`config.mk`:
```
export PLATFORM = sky130hd
export DESIGN_NAME = fit_placement_allocator_core
export DESIGN_NICKNAME = d
export VERILOG_FILES = /design/src/rtl/fpa_pkg.sv /design/src/rtl/fit_placement_allocator_core.sv /design/src/rtl/fpa_ctrl.sv /design/src/rtl/fpa_datapath.sv
export SDC_FILE = /design/constraint.sdc
export NUM_CORES = 1
export LEC_CHECK = 0
export ABC_AREA = 1
export BUFFER_PORTS_ARGS = -buffer_cell sky130_fd_sc_hd__buf_2
export CAP_MARGIN = 20
export CORE_AREA = 2 2 243 245
export CTS_CLUSTER_DIAMETER = 200
export DETAILED_ROUTE_END_ITERATION = 8
export DIE_AREA = 0 0 245 247
export HOLD_SLACK_MARGIN = 0.05
export PLACE_DENSITY = 0.49
export SYNTH_ARGS = -nofsm -noshare
export SYNTH_HDL_FRONTEND = slang
export SYNTH_SLANG_ARGS = --single-unit
export TNS_END_PERCENT = 5
```
`constraint.sdc`:
```
create_clock -name clk -period 5.41 [get_ports clk]
set_input_delay 1.082 -clock clk [delete_from_list [all_inputs] [get_ports clk]]
set_output_delay 1.082 -clock clk [all_outputs]
set_load 0.005 [all_outputs]
```
`src/rtl/fpa_pkg.sv`:
```
// fpa_pkg: shared types and constants of the fit placement allocator
// used by fpa_ctrl, fpa_datapath and fit_placement_allocator_core
package fpa_pkg;

	localparam int BLOCK_SLOTS = 16;
	localparam int SIZE_BITS   = 16;
	localparam int SLOT_W      = 4;   // load_index / chosen_block width
	localparam int CNT_W       = 5;   // block count, holds BLOCK_SLOTS itself
	localparam int IN_DATA_W   = 24;
	localparam int OUT_DATA_W  = 24;

	localparam logic KIND_LOAD    = 1'b0;
	localparam logic KIND_REQUEST = 1'b1;

	localparam logic CFG_FIT_MODE      = 1'b0;
	localparam logic CFG_BLOCKS_IN_USE = 1'b1;

	localparam logic [CNT_W-1:0] BLOCKS_RESET = CNT_W'(BLOCK_SLOTS);

	typedef enum logic [1:0] {
		FIT_FIRST = 2'd0,
		FIT_BEST  = 2'd1,
		FIT_WORST = 2'd2,
		FIT_NEXT  = 2'd3
	} fit_mode_t;

	typedef enum logic [1:0] {
		ST_IDLE,
		ST_SCAN,
		ST_FINISH
	} fpa_state_t;

	typedef struct packed {
		logic start;   // latch the accepted item and set up the scan
		logic step;    // examine one table entry
		logic finish;  // write back and load the output register
	} fpa_cmd_t;

	typedef struct packed {
		logic is_request;
		logic count_zero;
		logic scan_last;
		logic hit_stop;
		logic out_free;
	} fpa_stat_t;

endpackage

```
`src/rtl/fit_placement_allocator_core.sv`:
```
// channel   dir  handshake          payload
// s_*       in   s_tvalid/s_tready  tuser kind; tdata load_index, amount
// m_*       out  m_tvalid/m_tready  tuser granted; tdata chosen_block, left_over
// cfg_*     in   cfg_we             cfg_index selects fit_mode or blocks_in_use
//
// a request is accepted, scans the table entries (up to 16, fewer when first or next
// fit hits early, none when no block is in use) and is written back
// a load is accepted and written back with no scan; the scan reads one entry per cycle
// reset clears the table, next fit pointer and output valid flag at once
// a result waits in the output register; the next item is taken meanwhile and
// stalls only in write-back until the register frees
//
// top level of the allocator: fpa_ctrl sequencer and fpa_datapath
// depends on fpa_pkg, fpa_ctrl, fpa_datapath
module fit_placement_allocator_core (
	input  logic                           clk,
	input  logic                           arst_n,
	input  logic                           s_tvalid,
	output logic                           s_tready,
	input  logic [fpa_pkg::IN_DATA_W-1:0]  s_tdata,   // load_index[3:0], amount[19:4]
	input  logic                           s_tuser,   // kind
	output logic                           m_tvalid,
	input  logic                           m_tready,
	output logic [fpa_pkg::OUT_DATA_W-1:0] m_tdata,   // chosen_block[3:0], left_over[19:4]
	output logic                           m_tuser,   // granted
	input  logic                           cfg_we,
	input  logic                           cfg_index,
	input  logic [fpa_pkg::CNT_W-1:0]      cfg_data
);
	import fpa_pkg::*;

	fpa_cmd_t  cmd;
	fpa_stat_t stat;

	fpa_ctrl u_ctrl (
		.clk      (clk),
		.arst_n   (arst_n),
		.s_tvalid (s_tvalid),
		.stat     (stat),
		.s_tready (s_tready),
		.cmd      (cmd)
	);

	fpa_datapath u_datapath (
		.clk       (clk),
		.arst_n    (arst_n),
		.cmd       (cmd),
		.stat      (stat),
		.s_tdata   (s_tdata),
		.s_tuser   (s_tuser),
		.m_tvalid  (m_tvalid),
		.m_tready  (m_tready),
		.m_tdata   (m_tdata),
		.m_tuser   (m_tuser),
		.cfg_we    (cfg_we),
		.cfg_index (cfg_index),
		.cfg_data  (cfg_data)
	);

endmodule

```
`src/rtl/fpa_ctrl.sv`:
```
// fpa_ctrl: sequencer of the allocator, one item at a time
// depends on fpa_pkg; drives fpa_datapath through fpa_cmd_t
module fpa_ctrl (
	input  logic              clk,
	input  logic              arst_n,
	input  logic              s_tvalid,
	input  fpa_pkg::fpa_stat_t stat,
	output logic              s_tready,
	output fpa_pkg::fpa_cmd_t  cmd
);
	import fpa_pkg::*;

	fpa_state_t state_q;
	fpa_state_t state_d;

	always_ff @(posedge clk or negedge arst_n) begin
		if (!arst_n) begin
			state_q <= ST_IDLE;
		end else begin
			state_q <= state_d;
		end
	end

	always_comb begin
		state_d = state_q;
		unique case (state_q)
			ST_IDLE: begin
				if (s_tvalid) begin
					if (!stat.is_request || stat.count_zero) begin
						state_d = ST_FINISH;
					end else begin
						state_d = ST_SCAN;
					end
				end
			end
			ST_SCAN: begin
				if (stat.scan_last || stat.hit_stop) begin
					state_d = ST_FINISH;
				end
			end
			ST_FINISH: begin
				if (stat.out_free) begin
					state_d = ST_IDLE;
				end
			end
			default: state_d = ST_IDLE;
		endcase
	end

	always_comb begin
		s_tready   = 1'b0;
		cmd        = '0;
		unique case (state_q)
			ST_IDLE: begin
				s_tready  = 1'b1;
				cmd.start = s_tvalid;
			end
			ST_SCAN: begin
				cmd.step = 1'b1;
			end
			ST_FINISH: begin
				cmd.finish = stat.out_free;
			end
			default: begin
				s_tready = 1'b0;
			end
		endcase
	end

	assert property (@(posedge clk) disable iff (!arst_n)
		!(cmd.start && cmd.step) && !(cmd.step && cmd.finish))
	else $error("fpa_ctrl: overlapping commands");

	assert property (@(posedge clk) disable iff (!arst_n)
		cmd.finish |=> state_q == ST_IDLE)
	else $error("fpa_ctrl: no return to idle after finish");

	assert property (@(posedge clk) disable iff (!arst_n)
		(state_q == ST_SCAN && !stat.scan_last && !stat.hit_stop) |=> state_q == ST_SCAN)
	else $error("fpa_ctrl: scan left early");

endmodule

```
`src/rtl/fpa_datapath.sv`:
```
// fpa_datapath: free size table, config registers, scan unit and output register
// depends on fpa_pkg; commanded by fpa_ctrl
module fpa_datapath (
	input  logic                           clk,
	input  logic                           arst_n,
	input  fpa_pkg::fpa_cmd_t              cmd,
	output fpa_pkg::fpa_stat_t             stat,
	input  logic [fpa_pkg::IN_DATA_W-1:0]  s_tdata,
	input  logic                           s_tuser,
	output logic                           m_tvalid,
	input  logic                           m_tready,
	output logic [fpa_pkg::OUT_DATA_W-1:0] m_tdata,
	output logic                           m_tuser,
	input  logic                           cfg_we,
	input  logic                           cfg_index,
	input  logic [fpa_pkg::CNT_W-1:0]      cfg_data
);
	import fpa_pkg::*;

	logic [SIZE_BITS-1:0] free_q [BLOCK_SLOTS];
	logic [SLOT_W-1:0]    next_start_q;
	fit_mode_t            fit_mode_q;
	logic [CNT_W-1:0]     blocks_q;

	logic                 kind_q;
	logic [SLOT_W-1:0]    load_idx_q;
	logic [SIZE_BITS-1:0] amount_q;
	logic [CNT_W-1:0]     count_q;
	logic [SLOT_W-1:0]    idx_q;
	logic [SLOT_W-1:0]    step_q;
	logic                 found_q;
	logic [SLOT_W-1:0]    best_idx_q;
	logic [SIZE_BITS-1:0] best_size_q;

	logic                 out_valid_q;
	logic                 out_granted_q;
	logic [SLOT_W-1:0]    out_block_q;
	logic [SIZE_BITS-1:0] out_left_q;

	logic [CNT_W-1:0]     active_cnt;
	logic [SLOT_W-1:0]    start_idx;
	logic [SIZE_BITS-1:0] rd_size;
	logic                 fits;
	logic                 better;
	logic                 out_free;
	logic                 load_in_range;
	logic [SIZE_BITS-1:0] remain;

	assign active_cnt = (blocks_q > CNT_W'(BLOCK_SLOTS)) ? CNT_W'(BLOCK_SLOTS) : blocks_q;
	// next fit resumes at the last granted block unless it fell outside the count
	assign start_idx  = (fit_mode_q == FIT_NEXT && {1'b0, next_start_q} < active_cnt)
		? next_start_q : '0;

	assign rd_size = free_q[idx_q];
	assign fits    = rd_size >= amount_q;
	assign better  = !found_q
		|| (fit_mode_q == FIT_BEST  && rd_size < best_size_q)
		|| (fit_mode_q == FIT_WORST && rd_size > best_size_q);

	assign out_free      = !out_valid_q || m_tready;
	assign load_in_range = {1'b0, load_idx_q} < CNT_W'(BLOCK_SLOTS);
	assign remain        = best_size_q - amount_q;

	assign stat.is_request = (s_tuser == KIND_REQUEST);
	assign stat.count_zero = (active_cnt == '0);
	assign stat.scan_last  = ({1'b0, step_q} == count_q - CNT_W'(1));
	assign stat.hit_stop   = fits && (fit_mode_q == FIT_FIRST || fit_mode_q == FIT_NEXT);
	assign stat.out_free   = out_free;

	always_ff @(posedge clk or negedge arst_n) begin
		if (!arst_n) begin
			fit_mode_q <= FIT_FIRST;
			blocks_q   <= BLOCKS_RESET;
		end else if (cfg_we) begin
			unique case (cfg_index)
				CFG_FIT_MODE:      fit_mode_q <= fit_mode_t'(cfg_data[1:0]);
				CFG_BLOCKS_IN_USE: blocks_q   <= cfg_data;
				default:           blocks_q   <= blocks_q;
			endcase
		end
	end

	// item registers and scan state
	always_ff @(posedge clk or negedge arst_n) begin
		if (!arst_n) begin
			found_q <= 1'b0;
			count_q <= '0;
			step_q  <= '0;
			idx_q   <= '0;
		end else if (cmd.start) begin
			found_q <= 1'b0;
			count_q <= active_cnt;
			step_q  <= '0;
			idx_q   <= start_idx;
		end else if (cmd.step) begin
			if (fits && better) begin
				found_q <= 1'b1;
			end
			step_q <= step_q + SLOT_W'(1);
			if ({1'b0, idx_q} == count_q - CNT_W'(1)) begin
				idx_q <= '0;
			end else begin
				idx_q <= idx_q + SLOT_W'(1);
			end
		end
	end

	always_ff @(posedge clk) begin
		if (cmd.start) begin
			kind_q     <= s_tuser;
			load_idx_q <= s_tdata[SLOT_W-1:0];
			amount_q   <= s_tdata[SLOT_W +: SIZE_BITS];
		end
		if (cmd.step && fits && better) begin
			best_idx_q  <= idx_q;
			best_size_q <= rd_size;
		end
	end

	// table write-back and next fit pointer
	always_ff @(posedge clk or negedge arst_n) begin
		if (!arst_n) begin
			for (int i = 0; i < BLOCK_SLOTS; i++) begin
				free_q[i] <= '0;
			end
			next_start_q <= '0;
		end else if (cmd.finish) begin
			if (kind_q == KIND_LOAD) begin
				if (load_in_range) begin
					free_q[load_idx_q] <= amount_q;
				end
				next_start_q <= '0;
			end else if (found_q) begin
				free_q[best_idx_q] <= remain;
				if (fit_mode_q == FIT_NEXT) begin
					next_start_q <= best_idx_q;
				end
			end
		end
	end

	always_ff @(posedge clk or negedge arst_n) begin
		if (!arst_n) begin
			out_valid_q <= 1'b0;
		end else if (cmd.finish) begin
			out_valid_q <= 1'b1;
		end else if (m_tready) begin
			out_valid_q <= 1'b0;
		end
	end

	always_ff @(posedge clk) begin
		if (cmd.finish) begin
			if (kind_q == KIND_LOAD) begin
				out_granted_q <= 1'b0;
				out_block_q   <= load_idx_q;
				out_left_q    <= load_in_range ? amount_q : '0;
			end else if (found_q) begin
				out_granted_q <= 1'b1;
				out_block_q   <= best_idx_q;
				out_left_q    <= remain;
			end else begin
				out_granted_q <= 1'b0;
				out_block_q   <= '0;
				out_left_q    <= '0;
			end
		end
	end

	assign m_tvalid = out_valid_q;
	assign m_tuser  = out_granted_q;
	assign m_tdata  = {(OUT_DATA_W - SLOT_W - SIZE_BITS)'(0), out_left_q, out_block_q};

	assert property (@(posedge clk) disable iff (!arst_n)
		cmd.step |-> ({1'b0, idx_q} < count_q && {1'b0, step_q} < count_q))
	else $error("fpa_datapath: scan ran past the active count");

	assert property (@(posedge clk) disable iff (!arst_n)
		found_q |-> (best_size_q >= amount_q && {1'b0, best_idx_q} < count_q))
	else $error("fpa_datapath: recorded block does not fit");

	assert property (@(posedge clk) disable iff (!arst_n)
		(cmd.finish && kind_q == KIND_REQUEST && found_q) |=> (m_tuser && m_tvalid))
	else $error("fpa_datapath: grant lost on the way out");

endmodule

```
== After elaboration in Yosys (flattened, before gate mapping) ==
Index checks and enable logic that the tools add are counted.

* Add/subtract/negate cells: 4
* $lt $le $gt $ge: 10
* Eq/ne operators: 12
* Mux-type cells: 40
* Bitwise operators: 4
* Reduce and logical (&&, ||, !) cells: 30

{| class="wikitable"
|+ Operator list
! operator !! count
|-
| $bwmux W256 || 2
|-
| $mux W256 || 2
|-
| $demux W16 S4 || 2
|-
| $mux W16 || 6
|-
| $bmux W16 S4 || 1
|-
| $mux W4 || 11
|-
| $ge A16 B16 Y1 || 1
|-
| $gt A16 B16 Y1 || 1
|-
| $lt A16 B16 Y1 || 1
|-
| $sub A16 B16 Y16 || 1
|-
| $ge A5 B5 Y1 const B || 3
|-
| $not A4 Y5 || 3
|-
| $eq A4 B5 Y1 || 2
|-
| $lt A5 B1 Y1 const B || 2
|-
| $mux W1 || 10
|-
| $logic_and A1 B1 Y1 || 9
|-
| $add A4 B1 Y4 const B || 2
|-
| $mux W2 || 4
|-
| $reduce_and A2 Y1 || 4
|-
| $eq A2 B2 Y1 const B || 3
|-
| $logic_or A1 B1 Y1 || 6
|-
| $ne A2 B2 Y1 const B || 3
|-
| $pmux W2 S3 || 1
|-
| $reduce_and A3 Y1 || 2
|-
| 11 further kinds || 18
|}

* Flip-flop bits (word level): 346
* Input port bits: 36
* Output and inout port bits: 27
* Word-level logic and storage cells: 133

== Logic depth before layout (Yosys ltp) ==
* Depth after elaboration: 12
* Depth in mapped cells: 23
* Gate-level depth less buffers: 21

== Hierarchy ==
A second synthesis with hierarchy kept.

* Cells, all modules: 2654
* Area, all modules: 20055.5 sq um

{| class="wikitable"
|+ By module, submodules not included
! module !! times used !! cells an instance !! area an instance (sq um) !! seq. area each (sq um)
|-
| fpa_datapath || 1 || 2631 || 19910.3 || 8919.8
|-
| fpa_ctrl || 1 || 23 || 145.1 || 50.0
|}

== Worst setup path after synthesis ==
OpenSTA, ideal clock, no wires.

* Kind: reg-to-reg
* Start point: register u_datapath.idx_q[0]
* End point: register u_datapath.best_idx_q[0], enable pin
* Library setup time: 0.375 ns
* Arrival time: 2.802 ns
* Data required time: 5.035 ns
* Slack: 2.233 ns
* Stages on the path, launching flop included: 19
* Buffers on the path: 3
* Period minus slack after synthesis: 3.177 ns
* Path through: dfrtp_1 buf_2 clkinv_1 buf_2 clkbuf_1 nor2_1 o221ai_1 o211ai_1 nand2_1 ha_1 nand2_1 inv_1 o21ai_0 a21oi_1 nor2_1 nand3_1 nand3_1 nand2_1 inv_1

* Longest elaborated chain between the ends: 9
* Elaborated cells on any way between the ends: 13
* Classes of those cells: order compare (3); mux (3); bitwise (1); reduce/logical (6)

{| class="wikitable"
|+ RTL lines
! element !! RTL line !! source
|-
| start: declaration || fpa_datapath.sv:29 || <nowiki>logic [SLOT_W-1:0] idx_q;</nowiki>
|-
| start signal: assignment || fpa_datapath.sv:94 || <nowiki>idx_q <= start_idx;</nowiki>
|-
| start signal: assignment || fpa_datapath.sv:103 || <nowiki>idx_q <= idx_q + SLOT_W'(1);</nowiki>
|-
| $not A4 Y5 (implied by the code) * || fpa_datapath.sv:54 || <nowiki>assign rd_size = free_q[idx_q];</nowiki>
|-
| $bmux W16 S4 * || fpa_datapath.sv:54 ||
|-
| $mux W16 (implied by the code) * (2 in a row) || fpa_datapath.sv:54 ||
|-
| via u_datapath.rd_size[9] || fpa_datapath.sv:42 || <nowiki>logic [SIZE_BITS-1:0] rd_size;</nowiki>
|-
| $lt A16 B16 Y1 || fpa_datapath.sv:57 || <nowiki>|| (fit_mode_q == FIT_BEST && rd_size < best_size_q)</nowiki>
|-
| $logic_and A1 B1 Y1 || fpa_datapath.sv:57 ||
|-
| $logic_or A1 B1 Y1 || fpa_datapath.sv:57 ||
|-
| $logic_or A1 B1 Y1 || fpa_datapath.sv:58 || <nowiki>|| (fit_mode_q == FIT_WORST && rd_size > best_size_q);</nowiki>
|-
| $logic_and A1 B1 Y1 * || fpa_datapath.sv:114 || <nowiki>if (cmd.step && fits && better) begin</nowiki>
|-
| end signal: assignment || fpa_datapath.sv:115 || <nowiki>best_idx_q <= idx_q;</nowiki>
|-
| end: declaration || fpa_datapath.sv:32 || <nowiki>logic [SLOT_W-1:0] best_idx_q;</nowiki>
|}

The timed path passes the listed nets; every way through them passes the cells marked *. The select of a mux whose other input is x is not followed.
A chain may end at the register's enable or synchronous reset.

== Worst setup path after layout ==
* Start point: register u_datapath.idx_q[1]
* End point: register u_datapath.best_size_q[7], enable pin

* Longest elaborated chain between the ends: 9
* Elaborated cells on any way between the ends: 13
* Classes of those cells: order compare (3); mux (3); bitwise (1); reduce/logical (6)

{| class="wikitable"
|+ RTL lines
! element !! RTL line !! source
|-
| $not A4 Y5 (implied by the code) * || fpa_datapath.sv:54 ||
|-
| $bmux W16 S4 * || fpa_datapath.sv:54 ||
|-
| $mux W16 (implied by the code) * (2 in a row) || fpa_datapath.sv:54 ||
|-
| via u_datapath.rd_size[9] || fpa_datapath.sv:42 ||
|-
| $lt A16 B16 Y1 || fpa_datapath.sv:57 ||
|-
| $logic_and A1 B1 Y1 || fpa_datapath.sv:57 ||
|-
| $logic_or A1 B1 Y1 || fpa_datapath.sv:57 ||
|-
| $logic_or A1 B1 Y1 || fpa_datapath.sv:58 ||
|-
| $logic_and A1 B1 Y1 * || fpa_datapath.sv:114 ||
|-
| end signal: assignment || fpa_datapath.sv:116 || <nowiki>best_size_q <= rd_size;</nowiki>
|-
| end: declaration || fpa_datapath.sv:33 || <nowiki>logic [SIZE_BITS-1:0] best_size_q;</nowiki>
|}

Marked as above.

==> flow_metrics.tcl <==
set metrics [dict create \
    ys_seq_area_share_pct 44.84 \
    end_kind "flop" \
    ys_async_sr_fraction_pct 82.08 \
    setup_viol_count_final 0 \
    syn-cell-area_mm2 0.02000 \
    overflow 0 \
    synth_ff_type "dfrtp_1" \
    min_path_type "reg -> reg" \
    grt_max_degree 102 \
    cts_sinks 346 \
    final_hold_viol_count 0 \
    fin_worst_skew_ns 0.01992 \
    r2r_setup_slack_ns 1.29 \
    avgSynthCellArea_um2 7.736 \
    synthDominantCellAreaShare_pct 35.40 \
    rsz0062_at_grt "no" \
    clock_latency_ns 0.58 \
    reg2reg_depth 16 \
    worst_pin_slew_ns 1.160 \
    setup_tns_ns 0 \
    crit_family "buffers and inverters" \
    fin_util_pct 37.96 \
    nets 2647 \
    dieArea_mm2 0.06052 \
    p_per_area_mw_per_mm2 601.8 \
    post-route-min-period_ns 4.116 \
    clock_path_buffers 3 \
    core_mm2 0.05824 \
    grt_pass1_vias 18580 \
    h-tree-depth 2 \
    start_util_pct 34.35 \
    drc 0 \
    status "completed" \
    cp_max_fo 51 \
    cts_hold_buf 0 \
    die_w_um 245 \
    first_pass_iters 5 \
    cts_tree "built" \
    antenna_found_initial 0 \
    critPathRequiredTime_ns 5.68 \
    synthTopCellsByCount "a21oi_1 (451), nand2_1 (390), nor2_1 (318)" \
    power_leakage_nw 10.23 \
    track_usage_pct 25.48 \
    wl_um 76620 \
    final_layout_size_suffix_gt1_share_pct 9.014 \
    drt_iter0_markers 1937 \
    ys_top_cells_by_area "dfrtp_1 (35%), a21oi_1 (11%), edfxtp_1 (9.3%)" \
    num-fill-cells 6048 \
    dp_hpwl_um 51660 \
    cp_common_cell "nand2_1" \
    synth-edff-count 62 \
    maxSlewHeadroom_pct 22.61 \
    synth-seq-cells 346 \
    area_delta_synth_final_pct 10.51 \
    ios 63 \
    irDropWorstVdd_mv 0.3119 \
    critPathMaxStageDelay_ns 0.56 \
    clk_pin_slew_worst_paths_ns 0.06 \
    vias_per_cell 5.711 \
    grt_pass1_wl_um 116700 \
    cts-root-buf "clkbuf_16" \
    place.gp.congestion 0.9133 \
    worstSetupPathType "reg -> reg" \
    wl_per_cell_um 22.82 \
    critical_path_buf_inv_count 4 \
    finalCritPeriodShare_pct 76.09 \
    min_to "u_datapath.free_q[194]$_DFFE_PN0P_" \
    critPathArrivalTime_ns 4.38 \
    synth_top_cell_by_area "dfrtp_1" \
    worstHoldStart "u_datapath.free_q[194]$_DFFE_PN0P_" \
    cts_made_buffers 41 \
    r2r_end "u_datapath.best_size_q[7]$_DFFE_PP_" \
    r2r-start "u_datapath.idx_q[1]$_DFFE_PN0P_" \
    final_antenna_net_count 0 \
    vias 19180 \
    maxSlewViolCount 0 \
    num_rows 89 \
    yosysWarnings 0 \
    critPathLaunchType "flop" \
    die_h_um 247 \
    cts_setup_buffers 0 \
    cts_resized 0 \
    antenna_cells 0 \
    min_path_cells 2 \
    post_synth_num_cell_types 47 \
    io_buffers 54 \
    syn-instance-count 2586 \
    path_cells "buf_4 -> o21ai_0 -> o221ai_1 -> o211ai_1 -> nand2_1 -> ha_1 -> nand2_1 -> inv_1 -> o21ai_0 -> a21oi_1 -> nor2_1 -> nand3_1 -> nand3_1 -> nand2_1 -> inv_1 -> buf_4" \
    yosys.cell_count.top_type "a21oi_1" \
    slowest_stage "buf_4" \
    timing.max_cap.violations 0 \
    fmax_mhz 242.9 \
]
==> placed cells by master, fill, tap and decap left out, types with 5 or more instances in the layout <==
master,Yosys,routed
ha_1,56,56
a22oi_1,14,14
nand2_1,390,390
clkbuf_8,0,12
clkbuf_16,0,42
clkbuf_1,82,12
inv_2,19,20
or2_2,7,7
inv_1,186,185
o21ai_0,202,202
o211ai_1,11,11
o221ai_1,33,33
nand3_1,227,227
buf_2,51,53
dfrtp_1,283,281
o21ai_1,5,5
nand4_1,7,7
edfxtp_1,62,62
o21a_1,5,5
buf_4,17,33
o22ai_1,68,68
a21oi_1,451,451
nor2_2,10,13
clkinv_2,3,8
nor2_1,318,314
buf_12,1,5
nand2_4,9,9
==> worst reg2reg max path: cells and delay by family, from the launching register on <==
kind | cells | cell delay, ns
buffers and inverters | 4 | 1.17
AO/OA/AOI/OAI | 5 | 1.06
AND/OR/NAND/NOR | 6 | 0.90
flip-flops | 1 | 0.37
adder cells (fa/ha/maj) | 1 | 0.30
==> power by group <==
part	switching [mW]	internal, mW
combinational	4.56	1.85
sequential	0.465	3.65
clock	1.18	1.59
==> logic make-up (layout without fill, tap and decap cells) <==
| kind of cell | after synthesis | after routing | share of synthesized area [%] |
|---|---|---|---|
| AND/OR/NAND/NOR | 980 | 980 | 20.66 |
| AO/OA/AOI/OAI | 808 | 808 | 22.01 |
| buffers and inverters | 382 | 378 | 8.244 |
| flip-flops | 346 | 346 | 44.84 |
| adder cells (fa/ha/maj) | 57 | 57 | 3.603 |
| XOR/XNOR | 10 | 10 | 0.5128 |
| multiplexers | 2 | 2 | 0.1126 |
| other | 1 | 4 | 0.01875 |
==> routing by layer <==
layer | part of all wire, % | wire, um | GRT usage [%]
met5 | 0 | 0 | 0
met4 | 3.1 | 2397 | 8.788
met3 | 7.4 | 5632 | 3.896
met2 | 46 | 35380 | 41.48
met1 | 43 | 33210 | 34.51
==> metrics by stage <==
step | hold WS, ns | total power, mW | instances | instance area (um^2) | worst slack, ns
floorplan | 0.4231 | 8.118 | 2589 | 20020 | 2.233
global placement | 0.4581 | 10.34 | 3283 | 20780 | 1.323
detailed placement | 0.4604 | 10.45 | 3284 | 20790 | 1.323
CTS | 0.4767 | 13.25 | 3358 | 22110 | 1.294
global route | 0.4932 | 14.20 | 3358 | 22110 | 1.040
finish | 0.4766 | 13.30 | 3358 | 22110 | 1.294
==> how the worst max path moves through the flow <==
stage                                           end  slack (ns)  cells after the start                            start
2_1_floorplan    u_datapath.best_idx_q[0]$_DFFE_PP_        2.23                     18  u_datapath.idx_q[0]$_DFFE_PN0P_
3_3_place_gp   u_datapath.best_size_q[12]$_DFFE_PP_        1.32                     16  u_datapath.idx_q[1]$_DFFE_PN0P_
3_5_place_dp   u_datapath.best_size_q[13]$_DFFE_PP_        1.32                     16  u_datapath.idx_q[1]$_DFFE_PN0P_
4_1_cts         u_datapath.best_size_q[7]$_DFFE_PP_        1.29                     16  u_datapath.idx_q[1]$_DFFE_PN0P_
5_1_grt         u_datapath.best_size_q[7]$_DFFE_PP_        1.04                     16  u_datapath.idx_q[1]$_DFFE_PN0P_
6_report        u_datapath.best_size_q[7]$_DFFE_PP_        1.29                     16  u_datapath.idx_q[1]$_DFFE_PN0P_
==> area by class of cell <==
| class | instances | area, um^2 | share of cell area, % |
|---|---|---|---|
| clock buffers | 66 | 1261 | 5.705 |
| clock inverters | 8 | 50.05 | 0.2264 |
| inverters | 211 | 798.3 | 3.611 |
| multi-input cells | 1861 | 9412 | 42.57 |
| flip-flops and latches | 346 | 8975 | 40.60 |
| well taps | 773 | 967.2 | 4.375 |
| repair buffers | 93 | 643.1 | 2.909 |
==> state kept, by name, indices dropped and copies added, names as in the netlist <==
register and cells:
u_ctrl.state_q 2, u_datapath.blocks_q 5, u_datapath.kind_q 1, u_datapath.load_idx_q 4, u_datapath.count_q 5, u_datapath.step_q 4, u_datapath.amount_q 16, u_datapath.best_size_q 16
u_datapath.next_start_q 4, u_datapath.found_q 1, u_datapath.best_idx_q 4, u_datapath.m_tvalid 1, u_datapath.m_tuser 1, u_datapath.free_q 256, u_datapath.out_block_q 4, u_datapath.out_left_q 16
u_datapath.fit_mode_q 2, u_datapath.idx_q 4
(Power assumes the default switching activity.)
